<file path="src/rtl/core/deadline_sorted_timer_queue_assert.svh">
// assertion helpers for the timer queue
`ifndef DEADLINE_SORTED_TIMER_QUEUE_ASSERT_SVH
`define DEADLINE_SORTED_TIMER_QUEUE_ASSERT_SVH

// same-cycle implication, off during reset
`define DSTQ_ASSERT_IMP(lbl, ante, cons) \
  lbl: assert property (@(posedge clk) disable iff (rst) (ante) |-> (cons)) \
    else $error("timer queue check failed");

// next-cycle implication, off during reset
`define DSTQ_ASSERT_NEXT(lbl, ante, cons) \
  lbl: assert property (@(posedge clk) disable iff (rst) (ante) |=> (cons)) \
    else $error("timer queue check failed");

`endif

</file>
<file path="src/rtl/core/dstq_pkg.sv">
package dstq_pkg;

  localparam int DEPTH_DEFAULT = 16;
  localparam int MAX_RESULTS   = 16;
  localparam int TIME_W        = 32;
  localparam int DUR_W         = 16;
  localparam int TAG_W         = 8;

  localparam logic MODE_ADD  = 1'b0;
  localparam logic MODE_TICK = 1'b1;

  localparam logic STATUS_EXPIRED  = 1'b0;
  localparam logic STATUS_REJECTED = 1'b1;

  typedef enum logic [1:0] {
    S_IDLE,
    S_ADD,
    S_TICK
  } state_t;

  typedef enum logic [1:0] {
    OP_HOLD,
    OP_INSERT,
    OP_SHIFT
  } cell_op_t;

  typedef struct packed {
    logic              valid;
    logic [TIME_W-1:0] deadline;
    logic [TAG_W-1:0]  tag;
  } entry_t;

  typedef struct packed {
    cell_op_t          op;
    logic [TIME_W-1:0] key;
    logic [TAG_W-1:0]  tag;
  } cell_ctl_t;

endpackage

</file>
<file path="src/rtl/core/dstq_cell.sv">
module dstq_cell (
  input  logic               clk,
  input  logic               rst,
  input  dstq_pkg::cell_ctl_t ctl,
  input  dstq_pkg::entry_t   left,
  input  dstq_pkg::entry_t   right,
  input  logic               found_in,
  output dstq_pkg::entry_t   ent,
  output logic               found_out,
  output logic               later
);
  import dstq_pkg::*;

  logic              valid;
  logic [TIME_W-1:0] deadline;
  logic [TAG_W-1:0]  tag;
  logic [TIME_W-1:0] diff;
  logic              take_new;
  entry_t            ent_next;

  assign ent = '{valid: valid, deadline: deadline, tag: tag};

  // stored deadline is strictly later than the key, wrap-aware
  assign diff      = ctl.key - deadline;
  assign later     = diff[TIME_W-1];
  assign take_new  = !valid || later;
  assign found_out = found_in || take_new;

  always_comb begin
    ent_next = ent;
    unique case (ctl.op)
      OP_HOLD: ent_next = ent;
      OP_INSERT: begin
        // cells past the insert point move one place back
        if (found_in) begin
          ent_next = left;
        end else if (take_new) begin
          ent_next = '{valid: 1'b1, deadline: ctl.key, tag: ctl.tag};
        end
      end
      OP_SHIFT: ent_next = right;
      default: ent_next = ent;
    endcase
  end

  always_ff @(posedge clk) begin
    if (rst) begin
      valid <= 1'b0;
    end else begin
      valid <= ent_next.valid;
    end
  end

  always_ff @(posedge clk) begin
    deadline <= ent_next.deadline;
    tag      <= ent_next.tag;
  end

endmodule

</file>
<file path="src/rtl/core/deadline_sorted_timer_queue.sv">
// add: busy in the S_ADD state after the accept edge while the cell row inserts in one pass
// full add: rejected with one result on the cycle after accept, never busy
// tick: k expiries leave one per cycle from the head cell, each through the S_TICK state
//   and the result registers; busy while in S_TICK, at most MAX_RESULTS
// synchronous reset clears the seconds count and all cell valid bits
// results cannot be stalled: each is on the ports for exactly one cycle
module deadline_sorted_timer_queue #(
  parameter int QUEUE_DEPTH = dstq_pkg::DEPTH_DEFAULT
) (
  input  logic                        clk,
  input  logic                        rst,
  input  logic                        start,
  output logic                        busy,
  input  logic                        mode,
  input  logic [dstq_pkg::DUR_W-1:0]  duration,
  input  logic [dstq_pkg::TAG_W-1:0]  tag,
  output logic                        strobe,
  output logic                        status,
  output logic [dstq_pkg::TAG_W-1:0]  out_tag,
  output logic                        last
);
  import dstq_pkg::*;

  localparam int CntW = (MAX_RESULTS > 1) ? $clog2(MAX_RESULTS) : 1;

  state_t            state, state_next;
  logic [TIME_W-1:0] now_sec;
  logic [TIME_W-1:0] add_deadline;
  logic [TAG_W-1:0]  add_tag;
  logic [CntW-1:0]   emit_cnt;

  cell_ctl_t         ctl;
  entry_t            ent   [QUEUE_DEPTH];
  entry_t            left  [QUEUE_DEPTH];
  entry_t            right [QUEUE_DEPTH];
  logic              found [QUEUE_DEPTH+1];
  logic              later [QUEUE_DEPTH];
  logic [QUEUE_DEPTH-1:0] valid_vec;

  logic accept, full, head_due, next_due, emit, emit_last;

  assign busy   = (state != S_IDLE);
  assign accept = start && !busy;
  assign full   = ent[QUEUE_DEPTH-1].valid;

  assign found[0] = 1'b0;

  for (genvar i = 0; i < QUEUE_DEPTH; i++) begin : g_cell
    if (i == 0) begin : g_head
      assign left[i] = '0;
    end else begin : g_mid
      assign left[i] = ent[i-1];
    end
    if (i == QUEUE_DEPTH - 1) begin : g_tail
      assign right[i] = '0;
    end else begin : g_body
      assign right[i] = ent[i+1];
    end
    assign valid_vec[i] = ent[i].valid;

    dstq_cell u_cell (
      .clk       (clk),
      .rst       (rst),
      .ctl       (ctl),
      .left      (left[i]),
      .right     (right[i]),
      .found_in  (found[i]),
      .ent       (ent[i]),
      .found_out (found[i+1]),
      .later     (later[i])
    );
  end

  // during a tick the key is the current second, so !later means due
  assign head_due  = ent[0].valid && !later[0];
  assign next_due  = ent[1].valid && !later[1];
  assign emit_last = (emit_cnt == CntW'(MAX_RESULTS - 1)) || !next_due;

  always_comb begin
    state_next = state;
    unique case (state)
      S_IDLE: begin
        if (accept && mode == MODE_TICK) begin
          state_next = S_TICK;
        end else if (accept && !full) begin
          state_next = S_ADD;
        end
      end
      S_ADD: state_next = S_IDLE;
      S_TICK: begin
        if (!head_due || emit_last) begin
          state_next = S_IDLE;
        end
      end
      default: state_next = S_IDLE;
    endcase
  end

  always_comb begin
    ctl  = '{op: OP_HOLD, key: now_sec, tag: add_tag};
    emit = 1'b0;
    unique case (state)
      S_IDLE: ctl.op = OP_HOLD;
      S_ADD: begin
        ctl.op  = OP_INSERT;
        ctl.key = add_deadline;
      end
      S_TICK: begin
        emit = head_due;
        if (head_due) begin
          ctl.op = OP_SHIFT;
        end
      end
      default: ctl.op = OP_HOLD;
    endcase
  end

  always_ff @(posedge clk) begin
    if (rst) begin
      state    <= S_IDLE;
      now_sec  <= '0;
      emit_cnt <= '0;
      strobe   <= 1'b0;
    end else begin
      state  <= state_next;
      strobe <= emit || (accept && mode == MODE_ADD && full);
      if (accept && mode == MODE_TICK) begin
        now_sec  <= now_sec + TIME_W'(1);
        emit_cnt <= '0;
      end else if (emit) begin
        emit_cnt <= emit_cnt + CntW'(1);
      end
    end
  end

  always_ff @(posedge clk) begin
    if (accept) begin
      add_deadline <= now_sec + TIME_W'(duration);
      add_tag      <= tag;
    end
    if (emit) begin
      status  <= STATUS_EXPIRED;
      out_tag <= ent[0].tag;
      last    <= emit_last;
    end else if (accept && mode == MODE_ADD && full) begin
      status  <= STATUS_REJECTED;
      out_tag <= tag;
      last    <= 1'b1;
    end
  end

`include "deadline_sorted_timer_queue_assert.svh"

  `DSTQ_ASSERT_IMP(a_valid_prefix, 1'b1, (valid_vec & (valid_vec + 1'b1)) == '0)
  `DSTQ_ASSERT_IMP(a_reject_last, strobe && status == STATUS_REJECTED, last)
  `DSTQ_ASSERT_IMP(a_more_pending, strobe && status == STATUS_EXPIRED && !last, state == S_TICK)
  `DSTQ_ASSERT_NEXT(a_add_done, state == S_ADD, state == S_IDLE && !strobe)

endmodule

</file>
<file path="config.mk">
export PLATFORM = sky130hd
export DESIGN_NAME = deadline_sorted_timer_queue
export DESIGN_NICKNAME = d
export VERILOG_FILES = /design/src/rtl/core/dstq_pkg.sv /design/src/rtl/core/dstq_cell.sv /design/src/rtl/core/deadline_sorted_timer_queue.sv
export VERILOG_INCLUDE_DIRS = /design/src /design/src/rtl/core
export SDC_FILE = /design/constraint.sdc
export NUM_CORES = 2
export LEC_CHECK = 0
export ABC_AREA = 1
export CAP_MARGIN = 10
export CORE_MARGIN = 2
export CORE_UTILIZATION = 65
export DETAILED_ROUTE_END_ITERATION = 7
export DONT_BUFFER_PORTS = 1
export PLACE_DENSITY = 0.81
export SLEW_MARGIN = 20
export SYNTH_ARGS = -nofsm -noshare
export SYNTH_HDL_FRONTEND = slang
export SYNTH_HIERARCHICAL = 1
export SYNTH_SLANG_ARGS = --single-unit
</file>
<file path="constraint.sdc">
create_clock -name clk -period 11.7 [get_ports clk]
set_input_delay 1.755 -clock clk [delete_from_list [all_inputs] [get_ports clk]]
set_output_delay 1.755 -clock clk [all_outputs]
set_load 0.1 [all_outputs]
</file>
Word level (Yosys, flattened, before mapping) --
Cells that the tools add are included. W data, S select, Z words.
Operators by class: add/sub/neg operators 19, equal/unequal tests 23, muxes and demuxes 59, bitwise operators 1, reduce and logical (&&, ||, !) cells 83
Operator list (count):
- $pmux W41 S2 | 16
- $mux W41 | 31
- $sub A32 B32 Y32 | 16
- $ne A3 B1 Y1 const B | 15
- $reduce_and A2 Y1 | 17
- $logic_or A1 B1 Y1 | 33
- $add A32 B1 Y32 const B | 1
- $add A32 B16 Y32 | 1
- $mux W32 | 1
- $logic_not A1 Y1 | 21
- $mux W8 | 2
- $mux W2 | 4
- $pmux W2 S2 | 2
- $logic_and A1 B1 Y1 | 7
- $reduce_bool A2 Y1 | 3
- $add A4 B1 Y4 const B | 1
- $eq A2 B1 Y1 const B | 2
- $eq A2 B2 Y1 const B | 2
- $eq A4 B4 Y1 const B | 1
- $mux W1 | 3
- $ne A3 B3 Y1 const B | 1
- $logic_not A2 Y1 | 1
- $ne A2 B1 Y1 const B | 1
- $ne A2 B2 Y1 const B | 1
- other kinds (2) | 2
Storage, ports and cells: bits in registers 745

Logic depth before layout (Yosys ltp) --
depth after elaboration 20, gate-level depth with buffers 68

Cells and area by module --
Netlist, hierarchy kept.
Modules (own cells, without submodules):
- dstq_cell | instances 16, cells an instance 388, area an instance 2961.6 um^2, sequential area each 1221.2 um^2
- deadline_sorted_timer_queue | instances 1, cells an instance 781, area an instance 5559.1 um^2, sequential area each 2272.2 um^2

Least setup slack after synthesis --
No wires, ideal clock.
kind register to register, start register state[1], end register g_cell[15].u_cell.deadline[0] (enable), library setup time 0.531 ns, arrival 10.258 ns, data required time 11.169 ns, setup slack 0.911 ns, stages on the path, launching flop included 62, clock period less this slack 10.789 ns, cell sequence dfxtp_1 -> inv_1 -> ha_1 -> clkbuf_1 -> clkbuf_1 -> o21ai_0 -> ha_1 -> nand2_1 -> nor2_2 -> nor3b_2 -> and2b_1 -> nand2_1 -> nand2_1 -> nand2_2 -> nand3_2 -> clkbuf_1 -> nor2_1 -> nand3_2 -> [26 not listed] -> nand3_2 -> clkbuf_1 -> nor2_1 -> nand3_2 -> clkbuf_1 -> nor2_1 -> nand3_2 -> clkbuf_1 -> nor2_1 -> nand3_2 -> clkbuf_1 -> nor2_1 -> nand3_2 -> clkbuf_1 -> nor2_1 -> nand3_2 -> nand2_2 -> nand2_1
RTL lines:
- start, declared | line deadline_sorted_timer_queue.sv:26 | state_t state, state_next;
- start signal, assigned | line deadline_sorted_timer_queue.sv:125 | state <= state_next;
- end signal, assigned | line dstq_cell.sv:55 | deadline <= ent_next.deadline;
- end, declared | line dstq_cell.sv:15 | logic [TIME_W-1:0] deadline;

==> flow_summary.json <==
{
  "status": "finished, violations left",
  "violations": "DRC",
  "crit_type": "register to register",
  "die_w_um": 289,
  "cts_resized": 0,
  "nNetsFinal": 7448,
  "cts_htree_levels": 3,
  "fin_tns_setup_ns": 0,
  "io_pins": 40,
  "drtPass1Iterations": 8,
  "fin_worst_skew_ns": 0.0316,
  "cts.sinks": 745,
  "root_buffer": "clkbuf_16",
  "syn_inst": 6975,
  "post-route-drc-count": 7,
  "switching_share_pct": 32.1,
  "crit_top_cell": "nor2_1",
  "grt_max_degree": 85,
  "max_cap_viol_count": 0,
  "num-fill-cells": 6238,
  "fin_cells": 8039,
  "vias": 46900,
  "syn-cell-area_um2": 52900,
  "grt_pass1_wl_um": 227000,
  "ctsHoldBuffers": 0,
  "drive_gt1_share_pct": 5.85,
  "tritoncts.num_buffers": 85,
  "fin_crit_sh_pct": 90.6,
  "post_cts_buffers": 0,
  "start_util_pct": 65.7,
  "avgSynthCellArea_um2": 7.58,
  "worst_path_largest_cell_delay_ns": 0.94,
  "reg2reg_from": "state[1]$_SDFFE_PP0P_",
  "dp_hpwl_um": 100000,
  "arrival_ns": 11.07,
  "slowest_stage": "inv_1",
  "fin_crit_ns": 10.60,
  "die_area_um2": 83700,
  "vias_per_cell": 5.83,
  "dp.cells": 7890,
  "place.gp.congestion": 0.945,
  "combPwrFrac_pct": 21.8,
  "multi_input_area_um2": 27100,
  "maxSlewHeadroom_pct": 24.9,
  "timing.critical_path.from": "state[1]$_SDFFE_PP0P_",
  "power_frac_seq_pct": 45.8,
  "cts_tree": "done",
  "rsz0062_at_grt": "no",
  "slew_violations": 0,
  "antenna_cells": 0,
  "antenna_found_initial": 0,
  "power_density_nw_per_um2": 144,
  "worst_ep_required_time_ns": 12.18,
  "worst_setup_path_end_kind": "register",
  "ant_nets": 0,
  "yosys_warnings": 6,
  "critPathLaunchType": "register",
  "drt-total-wl_um": 139000,
  "whs_ns": 0.480,
  "overflow": 0,
  "hp-class": "register to register",
  "tightest_slew_ns": 1.12,
  "detail_route.iter0.violations": 4510,
  "area_growth_pct": 7.69,
  "clkPwrFrac_pct": 32.5,
  "intPower_mw": 5.56,
  "peakVddDrop_mv": 0.121,
  "p_leak_nw": 27.7,
  "coreArea_um2": 80500,
  "grtUsageTotal_pct": 33.3,
  "clk-insertion-delay-late_ns": 0.66,
  "std_cell_rows": 104,
  "crit_fanout": 45,
  "dieHeight_um": 289,
  "seq_area_um2": 21800,
  "hold_viol_final": 0,
  "detail_route.wl_per_cell_um": 17.3,
  "clockBufferDepth": 3,
  "power.switching_mw": 2.63,
  "hold_path_startpoint": "emit_cnt[1]$_SDFFE_PP0P_",
  "fmax_mhz": 94.4,
  "setup-violations-final": 0,
  "path_clk_slew_ns": 0.06,
  "io_buffers": 0,
  "grt_pass1_vias": 45700
}
-- state kept, by name, summed over array words and instances (netlist names) --
register	cells
add_deadline	32
add_tag	8
emit_cnt	4
g_cell.u_cell/deadline	512
g_cell.u_cell/tag	128
g_cell.u_cell/valid	16
last	1
now_sec	32
out_tag	8
state	2
status	1
strobe	1
-- cell type report --
type | count | area share, %
clock buffers | 107 | 3.99
clock inverters | 42 | 0.723
inverters | 900 | 5.93
multi-input cells | 5094 | 47.5
flip-flops and latches | 745 | 38.3
well taps | 1060 | 2.33
repair buffers | 91 | 1.20
-- per-layer routing --
layer / global-route usage (%) / vias up / share of wire, % / routed length [um]
met5: 0 / - / 0 / 0
met4: 16.3 / 0 / 4.6 / 6380
met3: 4.20 / 431 / 8.1 / 11200
met2: 57.4 / 2239 / 48 / 66900
met1: 41.5 / 21500 / 39 / 54600
li1: - / 22700 / - / -
-- cell usage in the layout, fill, tap and decap left out, drive strengths merged --
master,count
a21oi,196
o21a,3
and2b,16
nor3,17
dfxtp,56
a21o,32
o21ai,67
ha,502
xor2,29
nor3b,16
fa,1
inv,901
conb,83
buf,91
bufinv,7
xnor2,1
nand2,2410
edfxtp,689
clkinv,32
mux2,2
a31oi,640
a211oi,1
clkbuf,107
nor2,920
clkinvlp,2
o211ai,1
nand3b,4
and2,1
nand3,124
or2,3
nand4,25
-- through the flow --
step	power [mW]	area [um^2]	setup WS (ns)	utilization, %
floorplan	4.96	53200	0.923	-
global placement	5.42	54300	1.54	67.4
CTS	8.18	57000	1.20	70.7
detailed placement	5.54	54300	1.26	67.4
finish	8.20	57000	1.10	70.7
global route	8.58	57000	0.109	70.7
-- critical path: cells and delay by family (launching register included) --
family / cells / cell delay, ns
fa+ha+maj: 2 / 1.05
compound gates: 4 / 0.60
simple gates: 36 / 5.72
flops: 1 / 0.33
buf+inv: 6 / 2.65
-- final timing paths --
kind | to | slack [ns] | cells after the start
worst min-delay path | emit_cnt[1]$_SDFFE_PP0P_ | 0.48 | 2
worst max register to register | g_cell[15].u_cell/deadline[8]$_DFFE_PP_ | 1.10 | 48
worst min register to register | emit_cnt[1]$_SDFFE_PP0P_ | 0.48 | 2
worst max-delay path | g_cell[15].u_cell/deadline[8]$_DFFE_PP_ | 1.10 | 48
-- power groups by stage --
stage | Clock [mW] | Sequential (mW) | Combinational, mW
floorplan | 0 | 3.67 | 1.29
global placement | 0 | 3.79 | 1.63
detailed placement | 0 | 3.80 | 1.74
CTS | 2.67 | 3.74 | 1.76
global route | 2.77 | 3.79 | 2.02
finish | 2.66 | 3.75 | 1.78
No activity file was read; power rests on OpenSTA's default activity.
